## src/hdl/rmq_div_stage.sv

```systemverilog
// one registered step of a restoring unsigned divider
module rmq_div_stage #(
  parameter int unsigned NumW = 34,
  parameter int unsigned DenW = 19,
  parameter int unsigned Step = 0
) (
  input  logic            clk_i,
  input  logic            en_i,
  input  logic [NumW-1:0] num_i,
  input  logic [DenW-1:0] den_i,
  input  logic [NumW-1:0] quo_i,
  output logic [NumW-1:0] quo_o,
  output logic [DenW:0]   rem_o,
  input  logic [DenW:0]   rem_i
);

  logic [DenW+1:0] part;
  logic [DenW:0]   rem_d;
  logic [NumW-1:0] quo_d;
  logic [DenW:0]   rem_q;
  logic [NumW-1:0] quo_q;

  // shift in one numerator bit, subtract when it fits
  always_comb begin
    part  = {rem_i, num_i[NumW-1-Step]};
    quo_d = quo_i;
    rem_d = part[DenW:0];
    if (part >= {1'b0, 1'b0, den_i}) begin
      rem_d = (DenW + 1)'(part - {2'b00, den_i});
      quo_d[NumW-1-Step] = 1'b1;
    end
  end

  always_ff @(posedge clk_i) begin
    if (en_i) begin
      rem_q <= rem_d;
      quo_q <= quo_d;
    end
  end

  assign rem_o = rem_q;
  assign quo_o = quo_q;

endmodule

```

## config.mk

```make
export PLATFORM = sky130hd
export DESIGN_NAME = rmq_div_stage
export DESIGN_NICKNAME = d
export VERILOG_FILES = /design/src/hdl/rmq_div_stage.sv
export SDC_FILE = /design/constraint.sdc
export NUM_CORES = 1
export LEC_CHECK = 0
export ABC_AREA = 1
export BUFFER_PORTS_ARGS = -buffer_cell sky130_fd_sc_hd__buf_2
export CAP_MARGIN = 20
export CELL_PAD_IN_SITES_DETAIL_PLACEMENT = 1
export CELL_PAD_IN_SITES_GLOBAL_PLACEMENT = 2
export CORE_MARGIN = 2
export CORE_UTILIZATION = 26
export CTS_BUF_LIST = sky130_fd_sc_hd__clkbuf_8
export CTS_CLUSTER_DIAMETER = 40
export DETAILED_ROUTE_END_ITERATION = 16
export GPL_TIMING_DRIVEN = 1
export PLACE_DENSITY = 0.92
export SLEW_MARGIN = 5
export SYNTH_ARGS = -nofsm -noshare
export SYNTH_HDL_FRONTEND = slang
export SYNTH_SLANG_ARGS = --single-unit
```

## constraint.sdc

```tcl
create_clock -name clk_i -period 2.1 [get_ports clk_i]
set_input_delay 0.315 -clock clk_i [delete_from_list [all_inputs] [get_ports clk_i]]
set_output_delay 0.315 -clock clk_i [all_outputs]
set_load 0.01 [all_outputs]
```

==> impl_metrics.json <==
{
  "outcome": "complete, no violations",
  "clockBufferDepth": 2,
  "vias": 3021,
  "worstPathArrival_ns": 1.94,
  "min_path_cells": 1,
  "chipHeight_um": 115.8,
  "fin_crit_sh_pct": 88.92,
  "grt-ovfl-total": 0,
  "synth_area_per_cell_um2": 8.455,
  "hold_viol": 0,
  "ys_ff_latch": 54,
  "worstSetupPathType": "in -> reg",
  "whs_ns": 0.1596,
  "synth_cell_types": 24,
  "cts_tree": "yes",
  "cts-root-buf": "clkbuf_8",
  "cts_sinks": 54,
  "power_frac_comb_pct": 28.1,
  "dieArea_mm2": 0.01340,
  "p_per_area_mw_per_mm2": 651.4,
  "cts_hold_buf": 0,
  "grt_usage_pct": 14.50,
  "seqPwrFrac_pct": 46.7,
  "firstDrtPassIters": 4,
  "relSlewSlack_pct": 79.51,
  "maxSlewViolCount": 0,
  "dp_hpwl_um": 7756,
  "post_drt_wl_per_cell_um": 13.19,
  "pin_count": 163,
  "synth_seq_area_share_pct": 49.94,
  "rows": 40,
  "cp-end-kind": "flip-flop",
  "worst_pin_slew_ns": 0.3073,
  "p_total_uw": 2892,
  "area_growth_pct": 36.72,
  "start_util_pct": 26.81,
  "synth_warnings": 0,
  "gp_congestion": 0.8151,
  "drtAntennaViolNets": 0,
  "critPathLaunchType": "input pin",
  "max_cap_violations": 0,
  "viasPerCell": 4.202,
  "hold_start": "quo_i[31]",
  "drcViolationCount": 0,
  "totalWireLength_um": 9483,
  "p_int_uw": 2031,
  "final_layout_size_suffix_gt1_share_pct": 33.58,
  "p_leak_uw": 0.002306,
  "cts-resized-gates": 0,
  "power_switching_share_pct": 29.78,
  "htreeDepth": 2,
  "rsz0062_at_grt": "no",
  "fmax_mhz": 535.5,
  "die_x_um": 115.8,
  "setup_viol": 0,
  "min_period_ns": 1.867,
  "grt_antenna_before_repair": 0,
  "post-cts-setup-buffer-count": 0,
  "min_to": "quo_o[31]$_DFFE_PP_",
  "drt_iter0_drc": 179,
  "grt_pass1_wl_um": 15300,
  "nets": 679,
  "grt_max_degree": 55,
  "worstPathMaxFanout": 8,
  "core-area_mm2": 0.01211,
  "hold_path.class": "in -> reg",
  "p_clk_share_pct": 25.1,
  "syn_area_mm2": 0.003247,
  "syn-num-nets": 513,
  "grt_pass1_vias": 3251,
  "n_fill_cell": 1518,
  "p_sw_uw": 861.1,
  "cts_buffers": 5,
  "crit_required_ns": 2.17,
  "syn_inst": 384,
  "peakVddDrop_mv": 0.2793,
  "clkSlewWorstSetupHoldPaths_ns": 0.11,
  "diodes": 0,
  "portBuffers": 129
}
==> how the worst max path moves through the flow <==
stage | from | end | cells after the start
4_1_cts | num_i[33] | rem_o[16]$_DFFE_PP_ | 13
3_3_place_gp | den_i[12] | rem_o[13]$_DFFE_PP_ | 14
2_1_floorplan | num_i[33] | rem_o[12]$_DFFE_PP_ | 11
5_1_grt | num_i[33] | rem_o[16]$_DFFE_PP_ | 13
6_report | den_i[12] | rem_o[13]$_DFFE_PP_ | 14
3_5_place_dp | num_i[33] | rem_o[16]$_DFFE_PP_ | 13
==> cells in the mapped netlist, drive strengths merged <==
| master | n | area, um^2 |
|---|---|---|
| a21oi | 13 | 72.57 |
| and2 | 1 | 8.760 |
| buf | 3 | 33.78 |
| edfxtp | 54 | 1622 |
| fa | 1 | 20.02 |
| ha | 19 | 237.7 |
| inv | 68 | 257.8 |
| nand2 | 151 | 586.8 |
| nand3 | 21 | 105.1 |
| nand3b | 7 | 52.55 |
| nand4 | 2 | 12.51 |
| nor2 | 22 | 87.58 |
| nor3 | 7 | 40.04 |
| o21ai | 5 | 25.02 |
| or2 | 1 | 6.260 |
| xnor2 | 1 | 8.760 |
| xor2 | 8 | 70.07 |
==> through the flow <==
| step | instances | util (%) | worst slack (ns) | setup TNS [ns] | cell area (um^2) |
|---|---|---|---|---|---|
| detailed placement | 711 | 35.74 | -0.1334 | -1.870 | 4329 |
| CTS | 719 | 36.65 | 0.2194 | 0 | 4439 |
| finish | 719 | 36.65 | 0.2326 | 0 | 4439 |
| global placement | 711 | 35.74 | -0.1122 | -1.320 | 4329 |
| floorplan | 384 | - | 0.1404 | 0 | 3247 |
| global route | 719 | 36.65 | 0.04620 | 0 | 4439 |
==> critical path, cell delays in order <==
cell	delay (ns)
buf_2	0.08
inv_1	0.03
ha_1	0.36
nand2_1	0.09
inv_1	0.06
nand2_1	0.13
inv_1	0.07
a21oi_2	0.15
nand2_1	0.08
nand2_1	0.10
nand2_4	0.12
buf_4	0.19
nand3_1	0.10
nand2_1	0.06
==> final cells by class <==
class	count	area, um^2	area share [%]
Clock inverter	3	41.29	0.9301
Clock buffer	5	68.82	1.550
Inverter	68	257.7	5.806
Multi-Input combinational cell	259	1334	30.05
Tap cell	168	210.2	4.735
Timing Repair Buffer	162	905.9	20.41
Sequential cell	54	1622	36.53
==> sequential cells by signal, indices dropped and copies added (netlist names) <==
| register | count |
|---|---|
| quo_o | 34 |
| rem_o | 20 |
==> logic make-up (layout without fill, tap and decap cells) <==
family | after synthesis | count (layout) | synth area share [%]
AOI/OAI and AO/OA | 18 | 18 | 3.006
xor gates and xnor gates | 9 | 9 | 2.428
DFF | 54 | 54 | 49.94
buffers and inverters | 71 | 238 | 8.979
adders and majority gates | 20 | 20 | 7.938
and+or+nand+nor | 212 | 212 | 27.71
==> cell usage in the layout (no fill, tap or decap), types with 5 or more instances in the layout <==
| cell type | Yosys | final |
|---|---|---|
| buf_4 | 0 | 32 |
| nand2_2 | 5 | 5 |
| ha_1 | 19 | 19 |
| nor2_1 | 20 | 20 |
| inv_1 | 65 | 66 |
| nand3b_1 | 7 | 7 |
| nor3_1 | 6 | 6 |
| nand2_1 | 145 | 145 |
| a21oi_1 | 11 | 11 |
| o21ai_0 | 5 | 5 |
| xor2_1 | 8 | 8 |
| nand3_1 | 21 | 21 |
| buf_2 | 0 | 129 |
| clkbuf_8 | 0 | 5 |
| edfxtp_1 | 54 | 54 |
==> power groups by stage <==
stage	Sequential (uW)	Clock (uW)	Combinational [uW]
final	1350	727	814
after global placement	1370	0	811
after detailed placement	1380	0	829
after CTS	1350	770	834
after global routing	1360	798	926
after floorplan	1440	0	369
==> metal layers <==
metal  routed length, um  GRT usage [%]  share of wire [%]
met2                4514          26.12                 48
met1                4107          17.01                 43
met3                 654          3.138                6.9
met5                   0              0                  0
met4                 206          5.079                2.2
No activity file was read; power rests on OpenSTA's default activity.
