`src/hdl/rmq_sqrt_stage.sv`:
```
// one registered step of a restoring integer square root
module rmq_sqrt_stage #(
  parameter int unsigned RadW = 36,
  parameter int unsigned ResW = 18,
  parameter int unsigned Step = 0
) (
  input  logic            clk_i,
  input  logic            en_i,
  input  logic [RadW-1:0] rem_i,
  input  logic [ResW-1:0] root_i,
  output logic [RadW-1:0] rem_o,
  output logic [ResW-1:0] root_o
);

  localparam int unsigned Shift = 2 * (ResW - 1 - Step);

  logic [RadW+1:0] trial;
  logic [RadW+1:0] rem_w;
  logic [RadW-1:0] rem_d;
  logic [ResW-1:0] root_d;
  logic [RadW-1:0] rem_q;
  logic [ResW-1:0] root_q;

  // trial subtract (4*root+1) << shift
  always_comb begin
    trial  = ({{(RadW + 2 - ResW){1'b0}}, root_i} << (Shift + 2))
           | ((RadW + 2)'(1) << Shift);
    rem_w  = {2'b00, rem_i};
    rem_d  = rem_i;
    root_d = root_i << 1;
    if (rem_w >= trial) begin
      rem_d  = RadW'(rem_w - trial);
      root_d = (root_i << 1) | ResW'(1);
    end
  end

  always_ff @(posedge clk_i) begin
    if (en_i) begin
      rem_q  <= rem_d;
      root_q <= root_d;
    end
  end

  assign rem_o  = rem_q;
  assign root_o = root_q;

endmodule

```
`config.mk`:
```
export PLATFORM = sky130hd
export DESIGN_NAME = rmq_sqrt_stage
export DESIGN_NICKNAME = d
export VERILOG_FILES = /design/src/hdl/rmq_sqrt_stage.sv
export SDC_FILE = /design/constraint.sdc
export NUM_CORES = 1
export LEC_CHECK = 0
export BUFFER_PORTS_ARGS = -buffer_cell sky130_fd_sc_hd__clkbuf_2
export CORE_ASPECT_RATIO = 1.5
export CORE_MARGIN = 5
export CORE_UTILIZATION = 38
export CTS_CLUSTER_DIAMETER = 60
export DETAILED_ROUTE_END_ITERATION = 8
export GPL_ROUTABILITY_DRIVEN = 0
export PLACE_DENSITY = 0.75
export SETUP_SLACK_MARGIN = 0.05
export SLEW_MARGIN = 20
export SYNTH_ARGS = -nofsm -noshare
export SYNTH_HDL_FRONTEND = slang
export SYNTH_SLANG_ARGS = --single-unit
```
`constraint.sdc`:
```
create_clock -name clk_i -period 1.24 [get_ports clk_i]
set_input_delay 0.186 -clock clk_i [delete_from_list [all_inputs] [get_ports clk_i]]
set_output_delay 0.186 -clock clk_i [all_outputs]
set_load 0.02 [all_outputs]
```
==> out/qor.log, run 1 <==
qor: run_status.outcome completed
qor: die.start_util 39.4%
qor: final_layout.postLayoutCellArea 2750 um^2
qor: critical_path.critPathLaunch rem_i[35]
qor: sta.final_period_minus_worst_setup_slack 1.20 ns
qor: grt.antenna_found_initial 0
qor: critical_path.crit_type in -> reg
qor: sta.timing.max_slew.rel_slack 81.3%
qor: place.placement_setup_slack -0.425 ns
qor: critical_path.worstPathMaxFanout 3
qor: grt.grt_max_degree 55
qor: sta.worst-slew-pin-transition 0.279 ns
qor: clocking.cts_root_buffer sky130_fd_sc_hd__clkbuf_8
qor: critical_path.worstPathArrival 1.34 ns
qor: sta.finalCritPeriodShare 96.5%
qor: drt.vias 1191
qor: die.floorplan.die.width 66.2 um
qor: synth.synth_area 1800 um^2
qor: drt.drc 0
qor: final_layout.drive_gt1_share 67.6%
qor: synth.yosysSeqAreaShare 89.9%
qor: drt.route.detailed.wl_per_inst 15.2 um
qor: clocking.ctsHtreeMaxLevel 2
qor: die.die_height 94.4 um
qor: critical_path.worstPathRequired 1.38 ns
qor: power_and_ir_drop.ir_worst_vdd 0.000791 V
qor: power_and_ir_drop.leakage 1.16 nW
qor: clocking.post-cts-setup-buffer-count 0
qor: sta.count_of_final_setup_violators 0
qor: grt.first_pass_grt_wire_length 5810 um
qor: final_layout.filler_cell_count 375
qor: drt.ant_nets 0
qor: synth.yosysUniqueCellTypes 14
qor: drt.detail_route.iter0.violations 97
qor: clocking.cts_sinks 54
qor: flow_run.maxCapViolCount 0
qor: sta.report.final.slew_viol_count 0
qor: clocking.cts.clk_slew.worst_paths 0.09 ns
qor: die.total_die_area 6250 um^2
qor: sta.max_freq 836 MHz
qor: clocking.clock_tree.buffer_depth 2
qor: place.number_of_buffer_cells_added_on_primary_ports 108
qor: critical_path.startpoint_type input pin
qor: clocking.tritoncts yes
qor: grt.globalRoute.totalOverflow 0
qor: die.core_area 4580 um^2
qor: place.dp.final_hpwl 3240 um
qor: final_layout.n_antenna_cell 0
qor: synth.synthCells 75
qor: critical_path.worst-path-stages 7
qor: drt.routed_vias_inst 4.44
qor: critical_path.worst_path_dominant_cell_family simple AND/OR/NAND/NOR gates
qor: worst_hold_path.hold_path.class in -> reg
qor: critical_path.critical-path-slowest-cell sky130_fd_sc_hd__or3_1
qor: clocking.numCtsBuffers 5
qor: sta.grt_setup_unrepaired true
qor: sta.timing.final.ws_setup 0.0438 ns
qor: critical_path.crit_path_end_kind register
qor: grt.grt_pass1_vias 1246
qor: drt.detailedRoute.firstPassIterationCount 4
qor: critical_path.timing.critical_path.cells clkbuf_2, inv_12, buf_4, ha_1, or3_1, o31ai_4, mux2i_1
qor: synth.synthesis.yosys.warnings 0
qor: final_layout.area_growth_syn_to_layout 52.7%
qor: critical_path.timing.critical_path.buf_inv 3
qor: synth.synth_nets 133
qor: synth.syn_avg_cell_area 24.0 um^2
qor: critical_path.worst_path_largest_cell_delay 0.35 ns
qor: final_layout.finalNetCount 261
qor: synth.synth_seq_cells 54
qor: sta.finalHoldViolations 0
qor: drt.route.final.wire_length 4070 um
qor: die.pin_count 110
qor: place.dpl-instance-area 2560 um^2
qor: power_and_ir_drop.power_per_cell_area 1410 nW/um^2
qor: sta.fin_setup_tns 0 ns
qor: die.placement_rows 30
qor: grt.grtUsageTotal 12.7%
qor: critical_path.worst_setup_path_endpoint rem_o[35]
[where the power goes]
group	total (mW)	internal [mW]	switching [mW]
Sequential	2.20	2.17	0.0349
Combinational	0.554	0.207	0.347
Clock	1.13	0.602	0.532
Total	3.89	2.98	0.913
[synthesized netlist by cell type (all sizes together)]
master	instances	area, um^2
o31ai	1	21.3
nor4	7	68.8
or3	1	6.26
mux2i	1	10.0
nor3	1	5.00
edfxtp	54	1620
xnor2	1	8.76
ha	2	25.0
inv	2	7.51
nand4	2	12.5
nor2	1	3.75
nor4b	1	8.76
nand2	1	3.75
[cell type report]
cell class | instances | area [um^2] | area share (%)
Clock inverter | 2 | 37.5 | 1.36
Clock buffer | 6 | 72.6 | 2.64
Multi-Input combinational cell | 19 | 240 | 8.72
Tap cell | 64 | 80.1 | 2.91
Sequential cell | 54 | 1620 | 58.9
Timing Repair Buffer | 121 | 682 | 24.8
Inverter | 2 | 20.0 | 0.727
[cells by family (layout without fill, tap and decap cells)]
logic type               Yosys count  in the layout  synth area share (%)
AND/OR/NAND/NOR                   14             14                  6.04
adder cells (fa/ha/maj)            2              2                  1.39
flip-flops                        54             54                  89.9
XOR/XNOR                           1              1                 0.486
buffers and inverters              2            131                 0.417
multiplexers                       1              1                 0.555
AO/OA/AOI/OAI                      1              1                  1.18
[metrics by stage]
step / cells / hold slack (ns) / utilization, % / total power, mW
6_report: 268 / 0.0596 / 60.1 / 3.89
2_1_floorplan: 75 / 0.285 / - / 2.47
3_3_place_gp: 260 / 0.363 / 56.0 / 2.77
4_1_cts: 268 / 0.0493 / 59.5 / 3.92
3_5_place_dp: 260 / 0.365 / 56.0 / 2.78
5_1_grt: 268 / 0.0405 / 60.1 / 4.06
[cells in the final DEF (no fill, tap or decap), types with 2 or more instances in the layout]
cell                       netlist  layout
sky130_fd_sc_hd__clkbuf_2        0     103
sky130_fd_sc_hd__edfxtp_1       54      54
sky130_fd_sc_hd__nor4_4          0       4
sky130_fd_sc_hd__nor4_2          4       2
sky130_fd_sc_hd__buf_6           0       5
sky130_fd_sc_hd__clkbuf_8        0       5
sky130_fd_sc_hd__nand4_1         2       2
sky130_fd_sc_hd__buf_4           0      12
[sequential cells by signal, summed over array words and instances (netlist names)]
signal	flops
root_o	18
rem_o	36
[how the worst min path moves through the flow]
stage / startpoint / end / slack [ns] / depth (start not counted)
2_1_floorplan: rem_i[0] / rem_o[0] / 0.28 / 0
3_3_place_gp: root_i[16] / root_o[17] / 0.36 / 1
3_5_place_dp: root_i[15] / root_o[16] / 0.36 / 1
4_1_cts: root_i[15] / root_o[16] / 0.05 / 1
5_1_grt: root_i[11] / root_o[12] / 0.04 / 1
6_report: root_i[2] / root_o[3] / 0.06 / 1
[timing repair]
action | CTS | global route
hold buffers | 0 | 0
pin swaps | 3 | 4
resized for setup | 6 | 14
setup endpoints to repair | 2 | 2
[routing by layer]
metal  wire, um  track usage, %  share of wire [%]  vias to the layer above
met5          0               0                  0                        -
met4         92            6.27                2.3                        0
met3        527            5.00                 13                        7
met2       2090            23.5                 51                       80
met1       1360            11.7                 33                      543
li1           -               -                  -                      561
Power figures use the tool's default switching activity.
==> inputs of run 2 (changes only) <==
--- a/config.mk
+++ b/config.mk
@@ -14,6 +14,7 @@
 export GPL_ROUTABILITY_DRIVEN = 0
 export PLACE_DENSITY = 0.75
 export SETUP_SLACK_MARGIN = 0.05
+export SKIP_LAST_GASP = 1
 export SLEW_MARGIN = 20
 export SYNTH_ARGS = -nofsm -noshare
 export SYNTH_HDL_FRONTEND = slang
==> constraint.sdc (replaced) <==
create_clock -name clk_i -period 1 [get_ports clk_i]
set_input_delay 0.15 -clock clk_i [delete_from_list [all_inputs] [get_ports clk_i]]
set_output_delay 0.15 -clock clk_i [all_outputs]
set_load 0.02 [all_outputs]
==> out/qor.log, run 2 (same netlist as run 1, synthesis figures left out) <==
qor: clocking.cts_hold_repair.buffers 0
qor: grt.antenna_found_initial 0
qor: drt.route.detailed.wl_per_inst 17.2 um
qor: critical_path.startpoint_type input pin
qor: sta.final_period_minus_worst_setup_slack 1.15 ns
qor: final_layout.drive_gt1_share 67.8%
qor: power_and_ir_drop.ir_worst_vdd 0.000791 V
qor: die.core_area 4580 um^2
qor: drt.route.final.wire_length 4620 um
qor: drt.vias 1232
qor: final_layout.n_antenna_cell 0
qor: sta.grt_setup_unrepaired true
qor: sta.finalHoldViolations 0
qor: final_layout.fin_util 65.3%
qor: die.total_die_area 6250 um^2
qor: clocking.tritoncts yes
qor: die.die_height 94.4 um
qor: sta.report.final.slew_viol_count 0
qor: grt.grt_max_degree 35
qor: final_layout.largest_register_ffs 36
qor: final_layout.area_growth_syn_to_layout 65.9%
qor: critical_path.crit_type in -> reg
qor: power_and_ir_drop.leakage 1.23 nW
qor: die.pin_count 110
qor: sta.timing.max_slew.rel_slack 82.5%
qor: critical_path.worstPathArrival 1.19 ns
qor: clocking.numCtsBuffers 5
qor: sta.hold-worst-slack 0.0221 ns
qor: place.dp.final_hpwl 3290 um
qor: final_layout.filler_cell_count 359
qor: sta.max_freq 868 MHz
qor: grt.first_pass_grt_wire_length 6040 um
qor: final_layout.final_cell_mix sky130_fd_sc_hd__edfxtp_1, sky130_fd_sc_hd__clkbuf_2, sky130_fd_sc_hd__buf_6
qor: die.placement_rows 30
qor: power_and_ir_drop.p_total 4.99 mW
qor: flow_run.maxCapViolCount 0
qor: drt.detailedRoute.firstPassIterationCount 4
qor: critical_path.crit_path_end_kind register
qor: sta.fin_setup_tns -0.399 ns
qor: final_layout.most_common_cell_after_layout_fill_and_taps_aside sky130_fd_sc_hd__edfxtp_1
qor: final_layout.postLayoutCellArea 2990 um^2
qor: drt.detail_route.iter0.violations 82
qor: clocking.post-cts-setup-buffer-count 0
qor: clocking.cts_root_buffer sky130_fd_sc_hd__clkbuf_8
qor: sta.finalCritPeriodShare 115%
qor: place.number_of_buffer_cells_added_on_primary_ports 108
qor: critical_path.critPathLaunch rem_i[20]
qor: final_layout.finalNetCount 262
qor: place.dpl-instance-area 2570 um^2
qor: die.floorplan.die.width 66.2 um
qor: grt.grt_pass1_vias 1253
qor: grt.grtUsageTotal 13.2%
qor: drt.ant_nets 0
qor: final_layout.ff_latch_area 1620 um^2
qor: clocking.cts.clk_slew.worst_paths 0.09 ns
qor: worst_hold_path.holdCritStartpoint root_i[8]
qor: power_and_ir_drop.power_per_cell_area 1670 nW/um^2
qor: drt.drc 0
qor: run_status.failed_checks negative setup slack
qor: sta.count_of_final_setup_violators 10
qor: critical_path.worstPathRequired 1.04 ns
qor: final_layout.total_area_of_multi_input_combinational_cells 267 um^2
qor: clocking.ctsHtreeMaxLevel 2
qor: die.start_util 39.4%
qor: sta.timing.final.ws_setup -0.152 ns
qor: clocking.cts_sinks 54
qor: drt.routed_vias_inst 4.58
qor: sta.worst-slew-pin-transition 0.263 ns
qor: run_status.outcome finished, violations left
qor: clocking.clock_tree.buffer_depth 2
qor: critical_path.worstPathMaxFanout 3
qor: grt.globalRoute.totalOverflow 0
qor: worst_hold_path.hold_path.class in -> reg
==> run 2: power by group <==
group / switching (mW) / internal, mW / total (mW)
Clock: 0.653 / 0.747 / 1.40
Sequential: 0.0648 / 2.69 / 2.76
Combinational: 0.452 / 0.383 / 0.835
==> run 2: area by class of cell <==
class,count,share of cell area [%]
Clock inverter,2,1.26
Multi-Input combinational cell,19,8.91
Sequential cell,54,54.2
Inverter,2,0.669
Clock buffer,6,2.43
Tap cell,64,2.68
Timing Repair Buffer,122,29.8
==> run 2: timing repair <==
action | 4_1_cts | 5_1_grt
setup endpoints to repair | 57 | 57
pin swaps | 5 | 4
resized for setup | 5 | 142
==> run 2: path summary, 6_finish.rpt <==
kind | endpoint | slack, ns | cells past startpoint
setup / recovery | rem_o[35] | -0.15 | 6
hold / removal | root_o[9] | 0.02 | 1
==> run 2: per-layer routing <==
| layer | part of all wire [%] | track usage, % |
|---|---|---|
| met1 | 31 | 12.3 |
| met2 | 56 | 24.0 |
| met3 | 11 | 5.60 |
| met4 | 1.1 | 6.10 |
| met5 | 0 | 0 |
==> run 2: stage by stage <==
step / cells / setup WS (ns)
final: 269 / -0.152
after global routing: 269 / -0.210
after CTS: 269 / -0.180
after detailed placement: 261 / -0.697
after global placement: 261 / -0.662
after floorplan: 75 / -0.245
==> run 2: worst max-delay path, stage by stage <==
cell,delay (ns)
sky130_fd_sc_hd__buf_6,0.10
sky130_fd_sc_hd__nor4_4,0.26
sky130_fd_sc_hd__buf_4,0.14
sky130_fd_sc_hd__nand4_1,0.14
sky130_fd_sc_hd__o31ai_4,0.28
sky130_fd_sc_hd__mux2i_1,0.11
